## config.mk

```make
export PLATFORM = sky130hd
export DESIGN_NAME = sha1_hash_engine_top
export DESIGN_NICKNAME = d
export VERILOG_FILES = /design/src/rtl/core/sha1_pkg.sv /design/src/rtl/core/sha1_front.sv /design/src/rtl/core/sha1_queue.sv /design/src/rtl/core/sha1_back.sv /design/src/rtl/core/sha1_hash_engine_top.sv
export SDC_FILE = /design/constraint.sdc
export NUM_CORES = 2
export LEC_CHECK = 0
export BUFFER_PORTS_ARGS = -buffer_cell sky130_fd_sc_hd__buf_4
export CORE_MARGIN = 3
export CORE_UTILIZATION = 50
export CTS_CLUSTER_DIAMETER = 200
export CTS_CLUSTER_SIZE = 40
export DETAILED_ROUTE_END_ITERATION = 10
export GPL_TIMING_DRIVEN = 0
export PLACE_DENSITY = 0.65
export SLEW_MARGIN = 20
export SYNTH_ARGS = -nofsm -noshare
export SYNTH_HDL_FRONTEND = slang
export SYNTH_HIERARCHICAL = 1
export SYNTH_SLANG_ARGS = --single-unit
```

## constraint.sdc

```tcl
create_clock -name clk -period 22.6 [get_ports clk]
set_input_delay 4.52 -clock clk [delete_from_list [all_inputs] [get_ports clk]]
set_output_delay 4.52 -clock clk [all_outputs]
set_load 0.01 [all_outputs]
```

## src/rtl/core/sha1_pkg.sv

```systemverilog
// sha1_pkg: shared types and constants for the sha-1 hash engine
// no dependencies; imported by every module of the engine
`default_nettype none

package sha1_pkg;

  localparam int unsigned QUEUE_DEPTH_DEF = 4;

  localparam logic [31:0] IV_H0 = 32'h6745_2301;
  localparam logic [31:0] IV_H1 = 32'hefcd_ab89;
  localparam logic [31:0] IV_H2 = 32'h98ba_dcfe;
  localparam logic [31:0] IV_H3 = 32'h1032_5476;
  localparam logic [31:0] IV_H4 = 32'hc3d2_e1f0;

  localparam logic [31:0] K_R0 = 32'h5a82_7999;
  localparam logic [31:0] K_R1 = 32'h6ed9_eba1;
  localparam logic [31:0] K_R2 = 32'h8f1b_bcdc;
  localparam logic [31:0] K_R3 = 32'hca62_c1d6;

  localparam logic [7:0]  PAD_BYTE = 8'h80;

  // one message schedule word on its way from front to back
  typedef struct packed {
    logic [31:0] word;
    logic        final_word;
  } word_entry_t;

endpackage

`default_nettype wire

```

## src/rtl/core/sha1_front.sv

```systemverilog
// sha1_front: takes message words, applies padding and length, feeds the queue
// depends on sha1_pkg
`default_nettype none

module sha1_front
  import sha1_pkg::*;
(
  input  wire logic        clk,
  input  wire logic        rst,
  input  wire logic [31:0] data_word,
  input  wire logic [2:0]  valid_bytes,
  input  wire logic        last,
  input  wire logic        data_valid,
  output logic             data_ready,
  input  wire logic        q_full,
  output logic             q_push,
  output word_entry_t      q_entry
);

  typedef enum logic [1:0] {F_TAKE, F_PAD, F_FILL, F_LEN_LO} front_state_t;

  front_state_t state;
  logic [3:0]   pos;
  logic [60:0]  total;
  logic [2:0]   nb_sat;
  logic [63:0]  bit_len;
  logic [31:0]  last_word_padded;

  // keep the valid bytes of a short final word and put the pad byte after them
  function automatic logic [31:0] pad_short(input logic [31:0] d, input logic [2:0] nb);
    logic [31:0] r;
    case (nb)
      3'd0:    r = {PAD_BYTE, 24'h0};
      3'd1:    r = {d[31:24], PAD_BYTE, 16'h0};
      3'd2:    r = {d[31:16], PAD_BYTE, 8'h0};
      3'd3:    r = {d[31:8], PAD_BYTE};
      default: r = d;
    endcase
    return r;
  endfunction

  assign nb_sat           = (valid_bytes > 3'd4) ? 3'd4 : valid_bytes;
  assign bit_len          = {total, 3'b000};
  assign last_word_padded = pad_short(data_word, nb_sat);
  assign data_ready       = (state == F_TAKE) && !q_full;

  always_comb begin
    q_push  = 1'b0;
    q_entry = '{word: 32'h0, final_word: 1'b0};
    case (state)
      F_TAKE: begin
        q_push        = data_valid && !q_full;
        q_entry.word  = (last && nb_sat != 3'd4) ? last_word_padded : data_word;
      end
      F_PAD: begin
        q_push        = !q_full;
        q_entry.word  = {PAD_BYTE, 24'h0};
      end
      F_FILL: begin
        q_push        = !q_full;
        q_entry.word  = (pos == 4'd14) ? bit_len[63:32] : 32'h0;
      end
      F_LEN_LO: begin
        q_push             = !q_full;
        q_entry.word       = bit_len[31:0];
        q_entry.final_word = 1'b1;
      end
      default: begin
        q_push = 1'b0;
      end
    endcase
  end

  always_ff @(posedge clk) begin
    if (rst) begin
      state <= F_TAKE;
      pos   <= 4'd0;
      total <= 61'd0;
    end else begin
      if (q_push) begin
        pos <= pos + 4'd1;
      end
      case (state)
        F_TAKE: begin
          if (q_push) begin
            if (!last) begin
              total <= total + 61'd4;
            end else begin
              total <= total + {58'd0, nb_sat};
              state <= (nb_sat == 3'd4) ? F_PAD : F_FILL;
            end
          end
        end
        F_PAD: begin
          if (q_push) begin
            state <= F_FILL;
          end
        end
        F_FILL: begin
          if (q_push && pos == 4'd14) begin
            state <= F_LEN_LO;
          end
        end
        F_LEN_LO: begin
          // the low length word sits in slot 15, so pos wraps to zero here
          if (q_push) begin
            state <= F_TAKE;
            total <= 61'd0;
          end
        end
        default: begin
          state <= F_TAKE;
        end
      endcase
    end
  end

endmodule

`default_nettype wire

```

## src/rtl/core/sha1_queue.sv

```systemverilog
// sha1_queue: short first-in first-out queue of schedule words
// depends on sha1_pkg
`default_nettype none

module sha1_queue
  import sha1_pkg::*;
#(
  parameter int unsigned DEPTH = QUEUE_DEPTH_DEF
) (
  input  wire logic  clk,
  input  wire logic  rst,
  input  wire logic  push,
  input  wire word_entry_t push_entry,
  output logic       full,
  input  wire logic  pop,
  output logic       not_empty,
  output word_entry_t head
);

  localparam int unsigned PW = (DEPTH > 1) ? $clog2(DEPTH) : 1;
  localparam int unsigned CW = $clog2(DEPTH + 1);

  word_entry_t       slots [DEPTH];
  logic [PW-1:0]     wptr;
  logic [PW-1:0]     rptr;
  logic [CW-1:0]     count;
  logic              do_push;
  logic              do_pop;

  assign full      = (count == CW'(DEPTH));
  assign not_empty = (count != '0);
  assign head      = slots[rptr];
  assign do_push   = push && !full;
  assign do_pop    = pop && not_empty;

  always_ff @(posedge clk) begin
    if (do_push) begin
      slots[wptr] <= push_entry;
    end
  end

  always_ff @(posedge clk) begin
    if (rst) begin
      wptr  <= '0;
      rptr  <= '0;
      count <= '0;
    end else begin
      if (do_push) begin
        wptr <= (wptr == PW'(DEPTH - 1)) ? '0 : wptr + PW'(1);
      end
      if (do_pop) begin
        rptr <= (rptr == PW'(DEPTH - 1)) ? '0 : rptr + PW'(1);
      end
      case ({do_push, do_pop})
        2'b10:   count <= count + CW'(1);
        2'b01:   count <= count - CW'(1);
        default: count <= count;
      endcase
    end
  end

endmodule

`default_nettype wire

```

## src/rtl/core/sha1_back.sv

```systemverilog
// sha1_back: 80-round sha-1 compression, one round per cycle unless waiting on the queue, and digest output
// depends on sha1_pkg
`default_nettype none

module sha1_back
  import sha1_pkg::*;
(
  input  wire logic        clk,
  input  wire logic        rst,
  input  wire logic        q_valid,
  input  wire word_entry_t q_head,
  output logic             q_pop,
  output logic [31:0]      digest_word,
  output logic             last_word,
  output logic             digest_valid,
  input  wire logic        digest_ready
);

  typedef enum logic [1:0] {B_ROUND, B_ADD, B_EMIT} back_state_t;

  back_state_t state;
  logic [6:0]  round;
  logic [2:0]  emit_idx;
  logic        final_blk;
  logic [31:0] a, b, c, d, e;
  logic [31:0] h [5];
  logic [31:0] w [16];
  logic [31:0] wt;
  logic [31:0] w_mix;
  logic [31:0] f;
  logic [31:0] k;
  logic [31:0] tmp;
  logic        step;
  logic [31:0] h_sum [5];

  // w[15] holds w(t-1), w[0] holds w(t-16)
  assign w_mix = w[13] ^ w[8] ^ w[2] ^ w[0];
  assign wt    = (round < 7'd16) ? q_head.word : {w_mix[30:0], w_mix[31]};
  assign q_pop = (state == B_ROUND) && (round < 7'd16) && q_valid;
  assign step  = (state == B_ROUND) && ((round >= 7'd16) || q_valid);

  always_comb begin
    if (round < 7'd20) begin
      f = (b & c) | (~b & d);
      k = K_R0;
    end else if (round < 7'd40) begin
      f = b ^ c ^ d;
      k = K_R1;
    end else if (round < 7'd60) begin
      f = (b & c) | (b & d) | (c & d);
      k = K_R2;
    end else begin
      f = b ^ c ^ d;
      k = K_R3;
    end
    tmp = {a[26:0], a[31:27]} + f + e + wt + k;
  end

  assign h_sum[0] = h[0] + a;
  assign h_sum[1] = h[1] + b;
  assign h_sum[2] = h[2] + c;
  assign h_sum[3] = h[3] + d;
  assign h_sum[4] = h[4] + e;

  always_ff @(posedge clk) begin
    if (step) begin
      for (int i = 0; i < 15; i++) begin
        w[i] <= w[i+1];
      end
      w[15] <= wt;
    end
  end

  always_ff @(posedge clk) begin
    if (rst) begin
      state        <= B_ROUND;
      round        <= 7'd0;
      emit_idx     <= 3'd0;
      final_blk    <= 1'b0;
      digest_valid <= 1'b0;
      last_word    <= 1'b0;
      digest_word  <= 32'h0;
      h[0] <= IV_H0; h[1] <= IV_H1; h[2] <= IV_H2; h[3] <= IV_H3; h[4] <= IV_H4;
      a <= IV_H0; b <= IV_H1; c <= IV_H2; d <= IV_H3; e <= IV_H4;
    end else begin
      if (digest_valid && digest_ready && state != B_EMIT) begin
        digest_valid <= 1'b0;
      end
      case (state)
        B_ROUND: begin
          if (step) begin
            a <= tmp;
            b <= a;
            c <= {b[1:0], b[31:2]};
            d <= c;
            e <= d;
            if (round == 7'd15) begin
              final_blk <= q_head.final_word;
            end
            if (round == 7'd79) begin
              state <= B_ADD;
              round <= 7'd0;
            end else begin
              round <= round + 7'd1;
            end
          end
        end
        B_ADD: begin
          for (int i = 0; i < 5; i++) begin
            h[i] <= h_sum[i];
          end
          a <= h_sum[0]; b <= h_sum[1]; c <= h_sum[2]; d <= h_sum[3]; e <= h_sum[4];
          emit_idx <= 3'd0;
          state    <= final_blk ? B_EMIT : B_ROUND;
        end
        B_EMIT: begin
          if (!digest_valid || digest_ready) begin
            digest_valid <= 1'b1;
            digest_word  <= h[emit_idx];
            last_word    <= (emit_idx == 3'd4);
            emit_idx     <= emit_idx + 3'd1;
            if (emit_idx == 3'd4) begin
              h[0] <= IV_H0; h[1] <= IV_H1; h[2] <= IV_H2; h[3] <= IV_H3; h[4] <= IV_H4;
              a <= IV_H0; b <= IV_H1; c <= IV_H2; d <= IV_H3; e <= IV_H4;
              final_blk <= 1'b0;
              state     <= B_ROUND;
            end
          end
        end
        default: begin
          state <= B_ROUND;
        end
      endcase
    end
  end

endmodule

`default_nettype wire

```

## src/rtl/core/sha1_hash_engine_top.sv

```systemverilog
// sha1_hash_engine_top: streaming sha-1 digest engine
// depends on sha1_pkg, sha1_front, sha1_queue, sha1_back
//
// input channel: data_word (big-endian, first byte in bits 31..24), valid_bytes
// and last, with data_valid / data_ready. valid_bytes counts only on the last
// word; values above four act as four.
// output channel: five digest_word transfers per message, H0 first, with
// last_word high on the fifth, under digest_valid / digest_ready.
// the front pads the message and appends the 64-bit bit length; a small queue
// carries schedule words to the back, which runs one sha-1 round per cycle
// unless it waits on the queue for a schedule word. each 16-word block takes
// 80 rounds and a chaining add, all in the single round unit.
// the first 16 rounds consume queued words, so the front may run ahead by the
// queue depth while the back works.
// reset clears all control state and loads the initial chaining vector.
// a stalled receiver holds the digest word in the output register; the back
// then waits, the queue fills and data_ready drops.
`default_nettype none

module sha1_hash_engine_top
  import sha1_pkg::*;
#(
  parameter int unsigned QUEUE_DEPTH = QUEUE_DEPTH_DEF
) (
  input  wire logic        clk,
  input  wire logic        rst,
  input  wire logic [31:0] data_word,
  input  wire logic [2:0]  valid_bytes,
  input  wire logic        last,
  input  wire logic        data_valid,
  output logic             data_ready,
  output logic [31:0]      digest_word,
  output logic             last_word,
  output logic             digest_valid,
  input  wire logic        digest_ready
);

  word_entry_t push_entry;
  word_entry_t head;
  logic        push;
  logic        full;
  logic        pop;
  logic        not_empty;

  sha1_front u_front (
    .clk         (clk),
    .rst         (rst),
    .data_word   (data_word),
    .valid_bytes (valid_bytes),
    .last        (last),
    .data_valid  (data_valid),
    .data_ready  (data_ready),
    .q_full      (full),
    .q_push      (push),
    .q_entry     (push_entry)
  );

  sha1_queue #(
    .DEPTH (QUEUE_DEPTH)
  ) u_queue (
    .clk        (clk),
    .rst        (rst),
    .push       (push),
    .push_entry (push_entry),
    .full       (full),
    .pop        (pop),
    .not_empty  (not_empty),
    .head       (head)
  );

  sha1_back u_back (
    .clk          (clk),
    .rst          (rst),
    .q_valid      (not_empty),
    .q_head       (head),
    .q_pop        (pop),
    .digest_word  (digest_word),
    .last_word    (last_word),
    .digest_valid (digest_valid),
    .digest_ready (digest_ready)
  );

endmodule

`default_nettype wire

```

==> impl_metrics.csv <==
group,metric,value,unit
synth,syn_nets,5017,
timing,tightestPinTransition,1.34,ns
die,start_util,0.508,
cts,cts-resized-gates,0,
synth,post_synth.cell_area_avg,11.8,µm²
route,drt_iter0_drc,5490,
run_status,status,"complete, no violations",
cts,path_clk_slew,0.17,ns
grt,met3_usage,0.0830,
timing,slew_viol_final,0,
cts,clockBufferDepth,3,
cells_and_area,fillers,9245,
flow_run,drv_cap,0,
setup_path,cp.arrival,9.19,ns
die,die_area,0.114,mm²
die,die_h,337,µm
die,num_rows,120,
cts,cts_tree,"built",
synth,synthCells,4632,
synth,synth_edf_count,804,
cts,cts_sinks,1087,
setup_path,crit_path_end_kind,"register",
synth,yosys_warnings,6,
grt,grt_pass1_vias,36704,
timing,setup_viol,0,
placed_design,hpwlAfterDp,132000,µm
timing,finalHoldViolations,0,
cells_and_area,fin_cells,6186,
synth,ys.flop_type,"edfxtp_1",
setup_path,critPathKind,"register to register",
synth,netlist_area,0.0549,mm²
grt,busiest_layer,"met1",
timing,setup_tns,0,ns
timing,fin_crit_sh,0.381,
route,vias,39836,
setup_path,critPathMaxFanout,10,
synth,ys_ff_latch,1087,
cells_and_area,layout.nets,5136,
grt,use_met2,0.429,
synth,ys_types,104,
cts,clock_latency,0.72,ns
route,wirelength,177000,µm
cts,postCtsSetupBuffers,0,
cells_and_area,drive_above_1_share,0.0613,
grt,grt_usage,0.305,
route,antenna_left,0,
timing,max_freq,0.116,GHz
cells_and_area,syn_to_final_growth,6.48,%
grt,grtUsageMet1,0.436,
cts,holdBufCountCts,0,
setup_path,start_kind,"register",
min_path,hp-class,"register to register",
timing,fin_worst_skew,0.0735,ns
die,io_pins,75,
setup_path,crit_required,23.18,ns
placed_design,port_buffers,74,
timing,fin_crit,8.60,ns
route,drc_errors,0,
grt,grt_max_degree,121,
die,die_width,337,µm
placed_design,place.gp.congestion,1.08,
placed_design,dp.cells,6120,
timing,slew_headroom,0.104,
grt,grt_pass1_wl,252000,µm
grt,grt-ovfl-total,0,
route,wire_per_inst,28.6,µm
cts,cts_made_buffers,31,
grt,antenna_found_initial,8,
cts,root_buffer,"clkbuf_16",
route,vias_per_cell,6.44,
synth,ys_seq_area_frac,0.543,
cts,cts_htree_levels,1,
die,core,0.108,mm²
timing,rsz0062_at_grt,"false",
route,first_pass_iters,6,
synth,async_flop_share,0,
cells_and_area,final_util,0.541,
layout make-up:
cell class                 instances  area [µm²]  area share
antenna                            7        17.5    0.000300
buffer                           211         848      0.0145
clock buffer                      56         870      0.0149
clock inverter                     2        38.8    0.000664
inverter                         318        1200      0.0206
multi-input combinational       3016       23100       0.395
sequential                      1087       29800       0.510
tap                             1403        1760      0.0301
timing repair buffer              86         822      0.0141
metal layers:
layer / vias to the layer above / wire length (µm)
li1: 17314 / -
met1: 19674 / 72900
met2: 2368 / 72100
met3: 474 / 20700
met4: 6 / 10900
met5: - / 42
logic make-up (layout without fill, tap and decap cells):
logic type / Yosys count / in the layout / synth area share
DFF: 1087 / 1087 / 0.543
and+or+nand+nor: 1099 / 1099 / 0.0959
AOI/OAI and AO/OA: 1146 / 1146 / 0.142
buffers and inverters: 529 / 673 / 0.0369
adders and majority gates: 345 / 345 / 0.0961
other: 0 / 7 / 0
xor gates and xnor gates: 296 / 296 / 0.0473
muxes: 130 / 130 / 0.0386
placed cells by master, fill, tap and decap left out, types with 20 or more instances in the layout:
master / instances
edfxtp_1: 804
nor2_1: 356
inv_1: 316
nand2_1: 290
dfxtp_1: 283
a21oi_1: 271
ha_1: 218
xnor2_1: 209
o21ai_0: 199
clkbuf_1: 187
fa_1: 127
a21o_1: 93
nand3_1: 87
xor2_1: 87
buf_4: 77
a211oi_1: 72
o21a_1: 67
o221ai_1: 66
mux4_2: 65
mux2i_1: 62
nand2b_1: 50
nor3_1: 48
nand4_1: 44
a31oi_1: 37
o21bai_1: 37
o22ai_1: 32
clkbuf_16: 31
o31ai_1: 31
nor2b_1: 29
and3_1: 29
or3_1: 28
a22oi_1: 26
or4_1: 24
o211ai_1: 23
a211o_1: 22
and2_1: 20
buf_1: 20
synth_stat cells, types with 20 or more instances:
cell type  instances  area [µm²]
nor2_1           357        1340
o31ai_1           31         233
or4_1             24         180
mux4_2            65        1460
inv_1            317        1190
o21ai_0          200        1000
nor2b_1           29         181
o221ai_1          66         578
xnor2_1          209        1830
nand3_1           87         435
o211ai_1          23         173
or3_1             29         181
mux2i_1           63         631
clkbuf_1         172         646
a211o_1           22         193
o22ai_1           32         200
nand2_1          290        1090
nand4_1           44         275
a21oi_1          271        1360
nand2b_1          50         313
a31oi_1           37         231
a211oi_1          72         541
fa_1             127        2540
edfxtp_1         804       24100
and3_1            30         188
nor3_1            49         245
a22oi_1           26         195
ha_1             218        2730
and2_1            20         125
dfxtp_1          283        5670
buf_1             23        86.3
o21a_1            67         503
xor2_1            87         762
a21o_1            93         698
o21bai_1          37         278
flip-flops by register name, indices dropped and copies added (netlist names), 2 cells and up, named ones only:
signal / cells
u_back/w: 512
u_back/h: 160
u_queue/slots: 132
u_front/total: 61
u_back/a: 32
u_back/b: 32
u_back/c: 32
u_back/d: 32
u_back/digest_word: 32
u_back/e: 32
u_back/round: 7
u_front/pos: 4
u_back/emit_idx: 3
u_queue/count: 3
u_back/state: 2
u_front/state: 2
u_queue/rptr: 2
u_queue/wptr: 2
worst max-delay path, cell delays in order, from the launching register on:
cell and delay [ns]:
dfxtp_1 0.33, clkbuf_1 0.20, o21ai_0 0.20, nor2b_1 0.74
inv_1 0.53, nand2_1 0.66, clkinv_1 0.48, clkbuf_1 0.52
a222oi_1 0.59, fa_1 0.53, fa_1 0.46, inv_1 0.07
ha_1 0.18, inv_1 0.06, fa_1 0.40, nand2b_1 0.19
a21oi_1 0.35, o311a_1 0.28, o21ai_1 0.17, a21boi_0 0.62
a31oi_1 0.26, nor2_1 0.15, o22ai_1 0.11, mux2i_1 0.26
a31oi_1 0.11
final timing paths:
| path | depth (start not counted) | endpoint | from | slack, ns |
|---|---|---|---|---|
| setup / recovery | 24 | u_back/a[25]$_SDFFE_PP1P_ | u_back/round[4]$_SDFFE_PP0P_ | 14.00 |
| hold / removal | 0 | u_back/w[1][211]$_DFFE_PP_ | u_back/w[1][243]$_DFFE_PP_ | 0.41 |
| setup reg to reg | 24 | u_back/a[25]$_SDFFE_PP1P_ | u_back/round[4]$_SDFFE_PP0P_ | 14.00 |
| hold reg to reg | 0 | u_back/w[1][211]$_DFFE_PP_ | u_back/w[1][243]$_DFFE_PP_ | 0.41 |
metrics by stage:
| step | hold WS, ns | cell area (µm²) | setup slack (ns) |
|---|---|---|---|
| 6_report | 0.405 | 58400 | 14.00 |
| 5_1_grt | 0.424 | 58400 | 13.99 |
| 4_1_cts | 0.418 | 58400 | 14.36 |
| 3_5_place_dp | 0.405 | 57500 | 14.40 |
| 3_3_place_gp | 0.400 | 57200 | 6.78 |
| 2_1_floorplan | 0.400 | 54900 | 10.62 |
Power is not shown: default switching activity piles up to over one toggle a cycle in this logic, so the estimate is an artifact.
